### src/rtl/core/hlw_pkg.sv
// hlw_pkg: shared types and constants for the heartbeat loss watchdog
// no dependencies; imported by hlw_cfg_regs, hlw_core and the top level
`timescale 1ns / 1ps

package hlw_pkg;

  localparam int unsigned TimeW  = 32;
  localparam int unsigned TallyW = 8;

  localparam logic [TallyW-1:0] TallyMax = {TallyW{1'b1}};

  // reset values of the configuration registers
  localparam logic [TimeW-1:0]  TimeoutRst    = 32'd1000;
  localparam logic [TimeW-1:0]  HysteresisRst = 32'd200;
  localparam logic [TallyW-1:0] ConfirmRst    = 8'd3;
  localparam logic [TimeW-1:0]  RecoveryRst   = 32'd5000;

  typedef enum logic [1:0] {
    CfgTimeout    = 2'd0,
    CfgHysteresis = 2'd1,
    CfgConfirm    = 2'd2,
    CfgRecovery   = 2'd3
  } cfg_idx_e;

  typedef enum logic {
    ReqHeartbeat = 1'b0,
    ReqCheck     = 1'b1
  } req_type_e;

  typedef struct packed {
    logic [TimeW-1:0]  timeout_ms;
    logic [TimeW-1:0]  hysteresis_ms;
    logic [TallyW-1:0] confirm_count;
    logic [TimeW-1:0]  recovery_ms;
  } cfg_t;

  typedef struct packed {
    logic              stop_event;
    logic              exit_stop_event;
    logic              recovery_started;
    logic              link_up;
    logic              stopped;
    logic [TallyW-1:0] confirms;
  } result_t;

endpackage

### src/rtl/core/heartbeat_loss_watchdog_unit.sv
// heartbeat_loss_watchdog_unit: top level of the heartbeat loss watchdog
// depends on hlw_pkg, hlw_cfg_regs and hlw_core
//
//  channel  | direction | handshake               | payload
//  ---------+-----------+-------------------------+-------------------------------------
//  in       | sink      | in_valid_i / in_stall_o | req_type_i, now_ms_i
//  out      | source    | out_valid_o / out_stall_i | stop_event_o .. confirms_o
//  cfg      | sink      | cfg_we_i (no handshake) | cfg_idx_i, cfg_data_i
//
// one transaction per cycle sustained while the output is not stalled; the result passes
// through the input register, then the result register
// the single-cycle rate is set by the state update: subtract, 33-bit compare, tally step
// reset clears all watchdog state and loads register defaults, no clearing pass
// a stalled output holds its result; the input register takes new work while it is empty
// or while the output register is free or being drained in the same cycle
`timescale 1ns / 1ps

module heartbeat_loss_watchdog_unit (
  input  logic                      clk_i,
  input  logic                      rst_ni,
  // configuration write port
  input  logic                      cfg_we_i,
  input  logic [1:0]                cfg_idx_i,
  input  logic [hlw_pkg::TimeW-1:0] cfg_data_i,
  // input channel
  input  logic                      in_valid_i,
  output logic                      in_stall_o,
  input  logic                      req_type_i,
  input  logic [hlw_pkg::TimeW-1:0] now_ms_i,
  // output channel
  output logic                      out_valid_o,
  input  logic                      out_stall_i,
  output logic                      stop_event_o,
  output logic                      exit_stop_event_o,
  output logic                      recovery_started_o,
  output logic                      link_up_o,
  output logic                      stopped_o,
  output logic [hlw_pkg::TallyW-1:0] confirms_o
);
  import hlw_pkg::*;

  cfg_t    cfg;
  result_t res;

  // input register
  logic             s1_valid_q;
  logic             s1_type_q;
  logic [TimeW-1:0] s1_now_q;

  // result register
  logic    out_valid_q;
  result_t out_res_q;

  logic out_free;   // result register can take a new result this cycle
  logic advance;    // input register hands its transaction to the core
  logic in_accept;

  assign out_free  = !out_valid_q || !out_stall_i;
  assign advance   = s1_valid_q && out_free;
  assign in_stall_o = s1_valid_q && !out_free;
  assign in_accept = in_valid_i && !in_stall_o;

  hlw_cfg_regs u_cfg (
    .clk_i      (clk_i),
    .rst_ni     (rst_ni),
    .cfg_we_i   (cfg_we_i),
    .cfg_idx_i  (cfg_idx_i),
    .cfg_data_i (cfg_data_i),
    .cfg_o      (cfg)
  );

  hlw_core u_core (
    .clk_i      (clk_i),
    .rst_ni     (rst_ni),
    .step_i     (advance),
    .req_type_i (s1_type_q),
    .now_ms_i   (s1_now_q),
    .cfg_i      (cfg),
    .res_o      (res)
  );

  // input register control
  always_ff @(posedge clk_i or negedge rst_ni) begin
    if (!rst_ni) begin
      s1_valid_q <= 1'b0;
    end else if (in_accept) begin
      s1_valid_q <= 1'b1;
    end else if (advance) begin
      s1_valid_q <= 1'b0;
    end
  end

  // input payload, no reset needed
  always_ff @(posedge clk_i) begin
    if (in_accept) begin
      s1_type_q <= req_type_i;
      s1_now_q  <= now_ms_i;
    end
  end

  // result register control
  always_ff @(posedge clk_i or negedge rst_ni) begin
    if (!rst_ni) begin
      out_valid_q <= 1'b0;
    end else if (out_free) begin
      out_valid_q <= advance;
    end
  end

  always_ff @(posedge clk_i) begin
    if (advance) begin
      out_res_q <= res;
    end
  end

  assign out_valid_o        = out_valid_q;
  assign stop_event_o       = out_res_q.stop_event;
  assign exit_stop_event_o  = out_res_q.exit_stop_event;
  assign recovery_started_o = out_res_q.recovery_started;
  assign link_up_o          = out_res_q.link_up;
  assign stopped_o          = out_res_q.stopped;
  assign confirms_o         = out_res_q.confirms;

  // a stop and an exit never come from the same transaction
  a_no_stop_exit: assert property (@(posedge clk_i) disable iff (!rst_ni)
    out_valid_q |-> !(out_res_q.stop_event && out_res_q.exit_stop_event))
    else $error("stop and exit in one result");

  // a stop result reports stopped, link down and a cleared tally
  a_stop_fields: assert property (@(posedge clk_i) disable iff (!rst_ni)
    out_valid_q && out_res_q.stop_event |->
      out_res_q.stopped && !out_res_q.link_up && out_res_q.confirms == '0)
    else $error("inconsistent stop result");

  // the input register never drops a transaction while the output is stalled
  a_hold_s1: assert property (@(posedge clk_i) disable iff (!rst_ni)
    s1_valid_q && out_valid_q && out_stall_i |=> s1_valid_q && $stable(s1_now_q))
    else $error("input register lost a transaction under stall");

endmodule

### src/rtl/core/hlw_cfg_regs.sv
// hlw_cfg_regs: configuration register file of the watchdog
// depends on hlw_pkg
`timescale 1ns / 1ps

module hlw_cfg_regs (
  input  logic                    clk_i,
  input  logic                    rst_ni,
  input  logic                    cfg_we_i,
  input  logic [1:0]              cfg_idx_i,
  input  logic [hlw_pkg::TimeW-1:0] cfg_data_i,
  output hlw_pkg::cfg_t           cfg_o
);
  import hlw_pkg::*;

  cfg_t cfg_q;

  always_ff @(posedge clk_i or negedge rst_ni) begin
    if (!rst_ni) begin
      cfg_q.timeout_ms    <= TimeoutRst;
      cfg_q.hysteresis_ms <= HysteresisRst;
      cfg_q.confirm_count <= ConfirmRst;
      cfg_q.recovery_ms   <= RecoveryRst;
    end else if (cfg_we_i) begin
      unique case (cfg_idx_e'(cfg_idx_i))
        CfgTimeout:    cfg_q.timeout_ms    <= cfg_data_i;
        CfgHysteresis: cfg_q.hysteresis_ms <= cfg_data_i;
        CfgConfirm:    cfg_q.confirm_count <= cfg_data_i[TallyW-1:0];
        CfgRecovery:   cfg_q.recovery_ms   <= cfg_data_i;
        default:       ;
      endcase
    end
  end

  assign cfg_o = cfg_q;

endmodule

### src/rtl/core/hlw_core.sv
// hlw_core: watchdog state and the single-pass update for one transaction
// depends on hlw_pkg
`timescale 1ns / 1ps

module hlw_core (
  input  logic                      clk_i,
  input  logic                      rst_ni,
  input  logic                      step_i,
  input  logic                      req_type_i,
  input  logic [hlw_pkg::TimeW-1:0] now_ms_i,
  input  hlw_pkg::cfg_t             cfg_i,
  output hlw_pkg::result_t          res_o
);
  import hlw_pkg::*;

  logic [TimeW-1:0]  last_beat_q, last_beat_d;
  logic [TimeW-1:0]  stop_start_q, stop_start_d;
  logic [TallyW-1:0] tally_q, tally_d;
  logic              conn_q, conn_d;
  logic              stop_q, stop_d;

  logic [TimeW-1:0]  elapsed;
  logic [TimeW-1:0]  since_stop;
  logic [TimeW:0]    limit;
  logic [TallyW-1:0] tally_inc;
  logic              over_limit;
  logic              within_timeout;
  logic              trig;
  logic              ev_stop, ev_exit, ev_rec;

  assign elapsed        = now_ms_i - last_beat_q;
  assign since_stop     = now_ms_i - stop_start_q;
  assign limit          = {1'b0, cfg_i.timeout_ms} + {1'b0, cfg_i.hysteresis_ms};
  assign over_limit     = {1'b0, elapsed} > limit;
  assign within_timeout = elapsed <= cfg_i.timeout_ms;
  assign tally_inc      = (tally_q == TallyMax) ? TallyMax : tally_q + 1'b1;
  assign trig           = tally_inc >= cfg_i.confirm_count;

  always_comb begin
    last_beat_d  = last_beat_q;
    stop_start_d = stop_start_q;
    tally_d      = tally_q;
    conn_d       = conn_q;
    stop_d       = stop_q;
    ev_stop      = 1'b0;
    ev_exit      = 1'b0;
    ev_rec       = 1'b0;
    unique case (req_type_e'(req_type_i))
      ReqHeartbeat: begin
        last_beat_d = now_ms_i;
        tally_d     = '0;
        conn_d      = 1'b1;
        if (!conn_q && stop_q) begin
          stop_start_d = now_ms_i;
          ev_rec       = 1'b1;
        end
      end
      ReqCheck: begin
        if (conn_q && over_limit) begin
          tally_d = tally_inc;
          if (trig) begin
            conn_d       = 1'b0;
            stop_d       = 1'b1;
            stop_start_d = now_ms_i;
            tally_d      = '0;
            ev_stop      = 1'b1;
          end
        end else if (conn_q && within_timeout) begin
          tally_d = '0;
        end
        // a stop in this same check drops the link, so exit cannot follow it
        if (stop_d && conn_d && since_stop >= cfg_i.recovery_ms) begin
          stop_d  = 1'b0;
          ev_exit = 1'b1;
        end
      end
      default: ;
    endcase
  end

  always_ff @(posedge clk_i or negedge rst_ni) begin
    if (!rst_ni) begin
      last_beat_q  <= '0;
      stop_start_q <= '0;
      tally_q      <= '0;
      conn_q       <= 1'b0;
      stop_q       <= 1'b0;
    end else if (step_i) begin
      last_beat_q  <= last_beat_d;
      stop_start_q <= stop_start_d;
      tally_q      <= tally_d;
      conn_q       <= conn_d;
      stop_q       <= stop_d;
    end
  end

  assign res_o.stop_event       = ev_stop;
  assign res_o.exit_stop_event  = ev_exit;
  assign res_o.recovery_started = ev_rec;
  assign res_o.link_up          = conn_d;
  assign res_o.stopped          = stop_d;
  assign res_o.confirms         = tally_d;

  // a stop always leaves the block stopped with the link down
  a_stop_state: assert property (@(posedge clk_i) disable iff (!rst_ni)
    step_i && ev_stop |=> stop_q && !conn_q)
    else $error("stop event did not leave block stopped and disconnected");

  // an exit clears the stop flag on the next cycle
  a_exit_state: assert property (@(posedge clk_i) disable iff (!rst_ni)
    step_i && ev_exit |=> !stop_q && conn_q)
    else $error("exit event did not clear the stop");

  // a heartbeat never counts toward a stop
  a_beat_clears: assert property (@(posedge clk_i) disable iff (!rst_ni)
    step_i && req_type_i == ReqHeartbeat |=> tally_q == '0 && conn_q)
    else $error("heartbeat did not clear tally and mark link up");

  // recovery timer only restarts when stopped
  a_rec_stopped: assert property (@(posedge clk_i) disable iff (!rst_ni)
    step_i && ev_rec |-> stop_q && !conn_q)
    else $error("recovery restart while not stopped or link up");

endmodule

### config.mk
export PLATFORM = sky130hd
export DESIGN_NAME = heartbeat_loss_watchdog_unit
export DESIGN_NICKNAME = d
export VERILOG_FILES = /design/src/rtl/core/hlw_pkg.sv /design/src/rtl/core/heartbeat_loss_watchdog_unit.sv /design/src/rtl/core/hlw_cfg_regs.sv /design/src/rtl/core/hlw_core.sv
export SDC_FILE = /design/constraint.sdc
export NUM_CORES = 1
export LEC_CHECK = 0
export ABC_AREA = 1
export BUFFER_PORTS_ARGS = -buffer_cell sky130_fd_sc_hd__buf_4
export CAP_MARGIN = 25
export CELL_PAD_IN_SITES_DETAIL_PLACEMENT = 1
export CELL_PAD_IN_SITES_GLOBAL_PLACEMENT = 2
export CORE_ASPECT_RATIO = 0.5
export CORE_MARGIN = 2
export CORE_UTILIZATION = 37
export DETAILED_ROUTE_END_ITERATION = 8
export PLACE_DENSITY = 0.88
export SETUP_SLACK_MARGIN = 0.02
export SLEW_MARGIN = 20
export SYNTH_ARGS = -nofsm -noshare
export SYNTH_HDL_FRONTEND = slang
export SYNTH_HIERARCHICAL = 1
export SYNTH_SLANG_ARGS = --single-unit
### constraint.sdc
create_clock -name clk_i -period 5.8 [get_ports clk_i]
set_input_delay 0.29 -clock clk_i [delete_from_list [all_inputs] [get_ports clk_i]]
set_output_delay 0.29 -clock clk_i [all_outputs]
set_load 0.02 [all_outputs]
==> results of run 1 <==
## cells in the mapped netlist, drive strengths merged, types with 40 or more instances
cell type  number
nand2         557
inv           270
ha            197
a21oi         181
dfrtp         164
nand3         117
nor2          108
nand4          91
o21ai          71
xor2           55
edfxtp         46
buf            40
## metal layers
| layer | track usage (%) | routed length, um |
|---|---|---|
| met1 | 33.36 | 25840 |
| met2 | 35.17 | 21540 |
| met3 | 3.949 | 2558 |
| met4 | 3.525 | 641 |
| met5 | 0 | 0 |
## sequential cells by signal (all words and copies together), names as in the netlist
signal and cells:
recovery_started_o 1, u_core/conn_q 1, u_core/stop_start_q 32, s1_now_q 32, s1_type_q 1, s1_valid_q 1, u_core/last_beat_q 32, confirms_o 8
stopped_o 1, u_core/stop_q 1, out_valid_o 1, stop_event_o 1, exit_stop_event_o 1, u_core/tally_q 8, u_cfg/cfg_o 104, link_up_o 1
## worst min-delay path, cell delays in order
cell and delay, ns:
buf_4 0.10, nand4_1 0.09, nand2_1 0.07
## cell type report
type	instances	share of cell area, %
Multi-Input combinational cell	1498	47.55
Tap cell	577	3.867
Timing Repair Buffer	156	7.210
Inverter	270	5.428
Clock inverter	10	0.8443
Clock buffer	34	3.471
Sequential cell	226	31.63
## worst min-delay path by stage
stage / startpoint / endpoint / slack (ns) / cells past startpoint
final: cfg_data_i[11] / u_cfg/cfg_o[11]$_DFFE_PN0P_ / 0.03 / 3
after global routing: cfg_data_i[3] / u_cfg/cfg_o[75]$_DFFE_PN1P_ / 0.02 / 3
after CTS: cfg_data_i[11] / u_cfg/cfg_o[11]$_DFFE_PN0P_ / 0.002 / 3
after detailed placement: u_core/stop_start_q[16]$_DFFE_PN0P_ / u_core/stop_start_q[16]$_DFFE_PN0P_ / 0.46 / 2
after global placement: u_core/stop_start_q[9]$_DFFE_PN0P_ / u_core/stop_start_q[9]$_DFFE_PN0P_ / 0.45 / 2
after floorplan: rst_ni / out_valid_o$_DFFE_PN0P_ / -0.006 / 0
## power by group through the flow
| stage | Clock, uW | Combinational [uW] | Sequential (uW) |
|---|---|---|---|
| final | 1640 | 4560 | 2200 |
| after global routing | 1740 | 5210 | 2240 |
| after CTS | 1690 | 4540 | 2200 |
| after detailed placement | 0 | 4470 | 2220 |
| after global placement | 0 | 4320 | 2220 |
| after floorplan | 0 | 3160 | 2180 |
## what timing repair did
item / CTS / global route
resized for setup: 0 / 1
endpoints found under the hold margin: 172 / 0
hold buffers: 58 / 0
setup endpoints to repair: 0 / 25
## cells by family after synthesis
family                     after synthesis  synth area share (%)
muxes                                    1               0.06997
and+or+nand+nor                        897                 23.79
AOI/OAI and AO/OA                      310                 10.61
xor gates and xnor gates                90                 4.898
DFF                                    226                 36.70
adders and majority gates              200                 15.69
buffers and inverters                  331                 8.242
## metrics by stage
| stage | instance area, um2 | total power (uW) | worst slack, ns | utilization (%) |
|---|---|---|---|---|
| after floorplan | 16090 | 5337 | 1.701 | - |
| after global placement | 17250 | 6537 | 0.7419 | 40.65 |
| after detailed placement | 17250 | 6687 | 0.6315 | 40.65 |
| after CTS | 18640 | 8425 | 0.5806 | 43.92 |
| after global routing | 18670 | 9191 | 0.02306 | 43.99 |
| final | 18670 | 8394 | 0.6349 | 43.99 |
==> qor.yml, run 1 <==
multiInputGateArea_mm2: 0.008879
fmax_mhz: 193.6
seq_area_mm2: 0.005906
setup_tns_ns: 0
worst_pin_slew_ns: 0.9926
arrival_ns: 5.60
cts_tree: "built"
min_period_over_period_pct: 89.05
setup_viol: 0
grt_pass1_wl_mm: 81.03
rsz0062_at_grt: "false"
start_util_pct: 37.92
cap_violations: 0
port_buffers: 86
overflow: 0
end_kind: "flop"
clk_pin_slew_ns: 0.06
critPathMaxStageDelay_ns: 0.44
clock_power_share_pct: 19.5
final_common_cell: "nand2_1"
ys_ff_latch: 226
fin_worst_skew_ns: 0.01592
die_h_um: 151.5
cpLargestDelayFamily: "compound AO/OA/AOI/OAI gates"
ys_seq_area_share_pct: 36.70
place_inst: 2668
worst_hold_slack_ns: 0.03184
peakVddDrop_mv: 0.2169
slowest_stage: "edfxtp_1"
synth_top_area_share_pct: 25.50
die_area_mm2: 0.04528
intPower_uw: 4594
cp.required_ns: 6.23
syn2layout_area_growth_pct: 16.03
ant_nets: 0
leakage_uw: 0.009649
dr.pass1.iters: 4
p_per_area_mw_per_mm2: 449.6
path_buf_inv: 1
pwr-share-comb_pct: 54.3
drt-total-wl_mm: 50.59
synth_top_area_cell: "dfrtp_1"
hold_viol: 0
fp-row-count: 53
period_needed_ns: 5.165
root_buffer: "clkbuf_16"
drcViolationCount: 0
place_congestion: 0.9142
vias_per_cell: 5.210
crit_end: "u_core/stop_start_q[3]$_DFFE_PN0P_"
slew_headroom_pct: 33.67
antenna_found_initial: 0
switching_share_pct: 45.27
layout-drive-gt1-share_pct: 7.566
worst-path-stages: 25
vias: 14437
num_antenna_cells: 0
n_fill_cell: 5241
clockBufferDepth: 3
p_sw_uw: 3800
path_max_fanout: 32
clock_sinks: 226
synth_area_leaders: "dfrtp_1 26%, ha_1 15%, nand2_1 13%, edfxtp_1 8.6%, inv_1 6.3%"
cp-startpoint: "s1_now_q[2]$_DFFE_PP_"
grt_max_degree: 121
coreArea_mm2: 0.04244
rr_worst_depth: 25
io_pins: 87
cpMostUsedCell: "nand2_1"
timing.rr.end: "u_core/stop_start_q[3]$_DFFE_PN0P_"
reg2reg_from: "s1_now_q[2]$_DFFE_PP_"
cts_htree_levels: 1
r2r_slack_ns: 0.63
clkLatencyLatePin_ns: 0.56
ys.flop_type: "dfrtp_1"
crit_type: "flop to flop"
grt_pass1_vias: 14697
synth_cell_types: 47
p_seq_share_pct: 26.2
mostFrequentLayoutCells: "552 x nand2_1, 268 x inv_1, 197 x ha_1"
cts_setup_buffers: 0
cts_buffers: 24
wl_per_cell_um: 18.26
stdcell_count: 2771
netlist_instances: 2055
die_x_um: 298.9
syn_area_per_cell_um2: 7.831
drt_iter0_markers: 952
dp_hpwl_mm: 37.95
final_max_slew_viol_count: 0
final_net_count: 2448
syn_nets: 2327
synth_area_mm2: 0.01609
synth_edf_count: 46
async_flop_share_pct: 79.65
min_path_type: "primary input to flop"
status: "finished clean"
yosysWarnings: 6
gr-usage-all-layers_pct: 22.61
start_kind: "flop"
No activity file was read; power rests on OpenSTA's default activity.
==> run 2: changes to the inputs <==
--- a/config.mk
+++ b/config.mk
@@ -15,6 +15,7 @@
 export CORE_UTILIZATION = 37
 export DETAILED_ROUTE_END_ITERATION = 8
 export PLACE_DENSITY = 0.88
+export RECOVER_POWER = 25
 export SETUP_SLACK_MARGIN = 0.02
 export SLEW_MARGIN = 20
 export SYNTH_ARGS = -nofsm -noshare
==> qor.yml, run 2 (synthesized netlist as in run 1, its figures left out) <==
start_util_pct: 37.92  # unchanged
setup_tns_ns: 0  # unchanged
fin_worst_skew_ns: 0.01561  # was 0.01592 ns
clk_pin_slew_ns: 0.07  # was 0.06 ns
ant_nets: 0  # unchanged
die_x_um: 298.9  # unchanged
path_max_fanout: 32  # unchanged
cap_violations: 2  # was 0
vias_per_cell: 5.184  # was 5.210
wl_per_cell_um: 18.21  # was 18.26 um
port_buffers: 86  # unchanged
fmax_mhz: 192.8  # was 193.6 MHz
cpMostUsedCell: "nand2_1"  # unchanged
die_h_um: 151.5  # unchanged
end_kind: "flop"  # unchanged
syn2layout_area_growth_pct: 15.78  # was 16.03%
final_common_cell: "nand2_1"  # unchanged
total_power_uw: 8386  # was 8394 uW
fp-row-count: 53  # unchanged
layout-drive-gt1-share_pct: 7.429  # was 7.566%
num_antenna_cells: 0  # unchanged
cp.required_ns: 6.23  # about the same
drcViolationCount: 0  # unchanged
leakage_uw: 0.009620  # was 0.009649 uW
overflow: 0  # unchanged
cts_buffers: 24  # unchanged
mostFrequentLayoutCells: "552 x nand2_1, 268 x inv_1, 197 x ha_1"  # unchanged
rsz0062_at_grt: "false"  # unchanged
start_kind: "flop"  # unchanged
cp-startpoint: "s1_now_q[2]$_DFFE_PP_"  # unchanged
cts_tree: "built"  # unchanged
clkLatencyLatePin_ns: 0.56  # about the same
grt_max_degree: 121  # unchanged
drt_iter0_markers: 910  # was 952
io_pins: 87  # unchanged
setup_viol: 0  # unchanged
reg2reg_from: "s1_now_q[2]$_DFFE_PP_"  # unchanged
hold_viol: 0  # unchanged
cpLargestDelayFamily: "compound AO/OA/AOI/OAI gates"  # unchanged
dr.pass1.iters: 5  # was 4
root_buffer: "clkbuf_16"  # unchanged
grt_pass1_wl_mm: 81.03  # unchanged
clockBufferDepth: 3  # unchanged
gr-usage-all-layers_pct: 22.61  # unchanged
slew_headroom_pct: -152.4  # was 33.67%
cts_htree_levels: 1  # unchanged
grt_pass1_vias: 14697  # unchanged
place_congestion: 0.9142  # unchanged
critPathMaxStageDelay_ns: 0.44  # about the same
violations: "max-capacitance violations, max-slew violations"
min_from: "cfg_data_i[30]"  # was cfg_data_i[11]
worst_pin_slew_ns: 3.786  # was 0.9926 ns
period_needed_ns: 5.188  # was 5.165 ns
crit_type: "flop to flop"  # unchanged
peakVddDrop_mv: 0.2172  # was 0.2169 mV
arrival_ns: 5.62  # was 5.60 ns
clock_sinks: 226  # unchanged
antenna_found_initial: 0  # unchanged
final_net_count: 2448  # unchanged
p_per_area_mw_per_mm2: 450.1  # was 449.6 mW/mm2
largest_reg_flops: 104  # unchanged
dp_hpwl_mm: 37.95  # unchanged
path_buf_inv: 1  # unchanged
die_area_mm2: 0.04528  # unchanged
vias: 14365  # was 14437
final_max_slew_viol_count: 112  # was 0
coreArea_mm2: 0.04244  # unchanged
slowest_stage: "edfxtp_1"  # unchanged
status: "finished with violations"  # was finished clean
min_path_type: "primary input to flop"  # unchanged
drt-total-wl_mm: 50.47  # was 50.59 mm
min_period_over_period_pct: 89.44  # was 89.05%
[run 2: changes by cell type in the layout (fill, tap and decap cells not counted), sizes merged]
cell	before	now
clkbuf	35	70
buf	97	62
[run 2: worst min-delay path: stages]
cell     delay (ns)
buf_4          0.11
nand3_1        0.08
nand2_1        0.06
[run 2: per-layer routing]
metal	share of wire (%)	vias to the layer above	GRT usage, %
met3	4.7	42	3.949
li1	-	7061	-
met5	0	-	0
met2	43	213	35.17
met4	1.3	0	3.525
met1	51	7049	33.36
[run 2: through the flow]
| step | instance area (um2) | utilization [%] | hold WS (ns) | instances | setup slack, ns |
|---|---|---|---|---|---|
| floorplan | 16090 | - | -0.005591 | 2055 | 1.701 |
| global placement | 17250 | 40.65 | 0.4541 | 2668 | 0.7419 |
| detailed placement | 17250 | 40.65 | 0.4583 | 2668 | 0.6315 |
| CTS | 18640 | 43.92 | 0.001633 | 2770 | 0.5806 |
| global route | 18630 | 43.90 | 0.01542 | 2771 | 0.02306 |
| finish | 18630 | 43.90 | 0.03025 | 2771 | 0.6124 |
[run 2: cell type report]
class / count / area, um2
clock buffers: 34 / 648.1
clock inverters: 10 / 157.7
fillers: 5245 / 23810
inverters: 270 / 1013
multi-input cells: 1498 / 8879
flip-flops and latches: 226 / 5906
well taps: 577 / 721.9
repair buffers: 156 / 1306
[run 2: final timing paths]
path	end	slack, ns	depth (start not counted)
min reg2reg	u_cfg/cfg_o[36]$_DFFE_PN0P_	0.47	2
min	u_cfg/cfg_o[102]$_DFFE_PN0P_	0.03	3
min in group asynchronous	u_core/stop_start_q[7]$_DFFE_PN0P_	1.59	2
max reg2reg	u_core/stop_start_q[6]$_DFFE_PN0P_	0.61	25
max in group asynchronous	u_cfg/cfg_o[45]$_DFFE_PN0P_	1.30	3
max	u_core/stop_start_q[6]$_DFFE_PN0P_	0.61	25
[run 2: repair_timing]
| action | 4_1_cts | 5_1_grt |
|---|---|---|
| resized for setup | 0 | 1 |
| setup endpoints to repair | 0 | 25 |
| buffers inserted | 0 | 0 |
| hold endpoints to repair | 172 | 0 |
| hold buffers | 58 | 0 |
[run 2: power by group]
part	switching (uW)	internal [uW]	leakage, uW
registers	220	1980	0.00262
logic	2890	1650	0.00661
clock network	682	957	0.000390
==> run 3: changes to the inputs <==
--- a/config.mk
+++ b/config.mk
@@ -12,13 +12,11 @@
 export CELL_PAD_IN_SITES_GLOBAL_PLACEMENT = 2
 export CORE_ASPECT_RATIO = 0.5
 export CORE_MARGIN = 2
-export CORE_UTILIZATION = 37
+export CORE_UTILIZATION = 38
 export DETAILED_ROUTE_END_ITERATION = 8
-export PLACE_DENSITY = 0.88
-export RECOVER_POWER = 25
+export PLACE_DENSITY = 0.89
 export SETUP_SLACK_MARGIN = 0.02
 export SLEW_MARGIN = 20
 export SYNTH_ARGS = -nofsm -noshare
 export SYNTH_HDL_FRONTEND = slang
-export SYNTH_HIERARCHICAL = 1
 export SYNTH_SLANG_ARGS = --single-unit
==> qor.yml, run 3 <==
antenna_found_initial: 0  # unchanged
syn_nets: 2200  # was 2327
synth_commonest_cells: "425 x nand2_1, 283 x inv_1, 197 x ha_1"  # was 554 x nand2_1, 268 x inv_1, 197 x ha_1
dr.pass1.iters: 5  # unchanged
period_needed_ns: 5.219  # was 5.188 ns
min_path_type: "primary input to flop"  # unchanged
crit_type: "flop to flop"  # unchanged
reg2reg_from: "s1_now_q[13]$_DFFE_PP_"  # was s1_now_q[2]$_DFFE_PP_
dp_hpwl_mm: 35.36  # was 37.95 mm
grt_pass1_wl_mm: 74.53  # was 81.03 mm
synth_area_leaders: "dfrtp_1 26%, ha_1 16%, nand2_1 10%, edfxtp_1 8.7%, inv_1 6.7%"  # was dfrtp_1 26%, ha_1 15%, nand2_1 13%, edfxtp_1 8.6%, inv_1 6.3%
largest_reg_flops: 104  # unchanged
synth_top_area_share_pct: 25.97  # was 25.50%
min_from: "cfg_data_i[8]"  # was cfg_data_i[30]
vias: 13279  # was 14365
synth_top_family_by_area: "simple AND/OR/NAND/NOR gates"  # unchanged
cts_tree: "built"  # unchanged
cap_violations: 0  # was 2
coreArea_mm2: 0.04073  # was 0.04244 mm2
synth_mux_area_share_pct: 0  # was 0.06998%
r2r_slack_ns: 0.58  # was 0.61 ns
syn_area_per_cell_um2: 8.196  # was 7.831 um2
grt_pass1_vias: 14051  # was 14697
fp-row-count: 52  # was 53
layout-drive-gt1-share_pct: 11.42  # was 7.429%
ys.flop_type: "dfrtp_1"  # unchanged
setup_viol: 0  # unchanged
ys_seq_area_share_pct: 37.37  # was 36.70%
clockBufferDepth: 3  # unchanged
synth_compound_area_share_pct: 15.95  # was 10.61%
cts_buffers: 24  # unchanged
port_buffers: 86  # unchanged
cts_setup_buffers: 0  # unchanged
leakage_uw: 0.008980  # was 0.009620 uW
clk_pin_slew_ns: 0.07  # about the same
stdcell_count: 2607  # was 2771
final_max_slew_viol_count: 0  # was 112
clock_sinks: 226  # unchanged
min_path_cells: 3  # unchanged
async_flop_share_pct: 79.65  # unchanged
worst_pin_slew_ns: 0.9021  # was 3.786 ns
clkLatencyLatePin_ns: 0.55  # was 0.56 ns
io_pins: 87  # unchanged
min_period_over_period_pct: 89.98  # was 89.44%
synth_xor_area_share_pct: 4.877  # was 4.899%
peakVddDrop_mv: 0.2603  # was 0.2172 mV
die_h_um: 148.2  # was 151.5 um
n_fill_cell: 4936  # was 5245
cp.required_ns: 6.28  # was 6.23 ns
hold_path_end: "u_cfg.cfg_o[8]$_DFFE_PN1P_"  # was u_cfg/cfg_o[102]$_DFFE_PN0P_
rr_worst_depth: 26  # was 25
place_congestion: 0.8883  # was 0.9142
end_kind: "flop"  # unchanged
netlist_instances: 1928  # was 2055
setup_tns_ns: 0  # unchanged
fmax_mhz: 191.6  # was 192.8 MHz
drt-total-wl_mm: 45.40  # was 50.47 mm
final_common_cell: "nand2_1"  # unchanged
drcViolationCount: 0  # unchanged
grt_max_degree: 66  # was 121
place_inst: 2528  # was 2668
num_antenna_cells: 0  # unchanged
hold_viol: 0  # unchanged
synth_edf_count: 46  # unchanged
slew_headroom_pct: 39.86  # was -152.4%
vias_per_cell: 5.094  # was 5.184
status: "finished clean"  # was finished with violations
p_per_area_mw_per_mm2: 496.2  # was 450.1 mW/mm2
root_buffer: "clkbuf_16"  # unchanged
start_kind: "flop"  # unchanged
synthAdderAreaFrac_pct: 15.98  # was 15.69%
mostFrequentLayoutCells: "423 x nand2_1, 283 x inv_1, 197 x ha_1"  # was 552 x nand2_1, 268 x inv_1, 197 x ha_1
gr-usage-all-layers_pct: 21.47  # was 22.61%
overflow: 0  # unchanged
path_max_fanout: 31  # was 32
final_net_count: 2321  # was 2448
yosysWarnings: 0  # was 6
synth_area_mm2: 0.01580  # was 0.01609 mm2
worst_hold_slack_ns: 0.02811  # was 0.03025 ns
arrival_ns: 5.70  # was 5.62 ns
ant_nets: 0  # unchanged
timing.rr.end: "u_core.stop_start_q[21]$_DFFE_PN0P_"  # was u_core/stop_start_q[6]$_DFFE_PN0P_
rsz0062_at_grt: "false"  # unchanged
start_util_pct: 38.80  # was 37.92%
fin_worst_skew_ns: 0.02256  # was 0.01561 ns
syn2layout_area_growth_pct: 15.72  # was 15.78%
die_area_mm2: 0.04333  # was 0.04528 mm2
ys_ff_latch: 226  # unchanged
drt_iter0_markers: 637  # was 910
wl_per_cell_um: 17.41  # was 18.21 um
synth_top_area_cell: "dfrtp_1"  # unchanged
synth_simple_gate_area_share_pct: 17.87  # was 23.79%
die_x_um: 292.4  # was 298.9 um
cts_htree_levels: 1  # unchanged
synth.most_common_cell: "nand2_1"  # unchanged
synth_cell_types: 55  # was 47
run 3: cell count changes after synthesis, sizes merged, moves of 5 or more:
cell	previous run	this run
nor3	17	22
a21oi	181	142
nand3	117	49
nand4	91	33
clkbuf	21	28
inv	270	284
nand2	557	451
buf	40	9
o21ai	71	230
xor2	55	49
nor2	108	81
run 3: layer usage:
metal | vias up | GRT usage, % | share of wire, %
met5 | - | 0 | 0
met4 | 0 | 5.333 | 2.4
li1 | 6666 | - | -
met2 | 152 | 37.73 | 48
met3 | 58 | 2.914 | 2.8
met1 | 6403 | 28.10 | 47
run 3: logic make-up after synthesis:
| family | count (synthesis) |
|---|---|
| buffers and inverters | 322 |
| flip-flops | 226 |
| AO/OA/AOI/OAI | 441 |
| XOR/XNOR | 88 |
| AND/OR/NAND/NOR | 651 |
| adder cells (fa/ha/maj) | 200 |
run 3: worst max-delay path by stage:
stage	startpoint	end	slack, ns	depth (start not counted)
after detailed placement	s1_now_q[9]$_DFFE_PP_	u_core.stop_start_q[21]$_DFFE_PN0P_	0.36	25
after floorplan	s1_now_q[0]$_DFFE_PP_	confirms_o[0]$_DFFE_PP_	1.51	28
final	s1_now_q[13]$_DFFE_PP_	u_core.stop_start_q[21]$_DFFE_PN0P_	0.58	26
after CTS	s1_now_q[9]$_DFFE_PP_	u_core.stop_start_q[21]$_DFFE_PN0P_	0.35	25
after global placement	s1_now_q[2]$_DFFE_PP_	u_core.stop_start_q[31]$_DFFE_PN0P_	0.43	25
after global routing	s1_now_q[7]$_DFFE_PP_	u_core.stop_start_q[21]$_DFFE_PN0P_	0.05	28
run 3: area by class of cell:
type,instances,area (um2),area share [%]
repair buffers,132,1117,6.110
clock inverters,9,150.1,0.8210
inverters,285,1070,5.850
flip-flops and latches,226,5906,32.29
well taps,540,675.6,3.695
clock buffers,35,703.2,3.845
multi-input cells,1380,8666,47.39
run 3: repair_timing:
action | in CTS | in global routing
hold buffers | 35 | 0
endpoints found under the hold margin | 86 | 0
setup endpoints to repair | 0 | 37
gates resized for setup | 0 | 4
run 3: worst max-delay path, cell delays in order, from the launching register on:
cell	delay, ns
edfxtp_1	0.43
ha_1	0.39
a21oi_1	0.26
nand2_1	0.13
a21oi_2	0.20
nand2_2	0.11
nand2_1	0.07
nand2_1	0.08
a31oi_1	0.25
o21ai_1	0.14
a21boi_1	0.24
o21ai_0	0.14
xor2_1	0.23
ha_1	0.28
nand2_1	0.10
o21ai_0	0.09
nor2_1	0.09
o21ai_0	0.08
a21o_1	0.21
o211ai_1	0.52
nor2_8	0.12
nand3_4	0.20
nand2_4	0.09
nand2_8	0.22
buf_12	0.26
nand2_1	0.10
o21ai_2	0.07
run 3: power breakdown:
part / leakage, uW / switching, uW / internal, uW
clock: 0.000414 / 705 / 1020
combinational: 0.00590 / 3190 / 1910
sequential: 0.00267 / 248 / 2000
run 3: stage by stage:
stage               utilization (%)  cell area (um2)  worst slack [ns]  power, uW
global route                  44.90            18290           0.05011       9973
detailed placement            41.92            17070            0.3553       7342
floorplan                         -            15800             1.513       5861
finish                        44.90            18290            0.5812       9075
CTS                           44.88            18280            0.3511       9152
global placement              41.85            17050            0.4277       7151
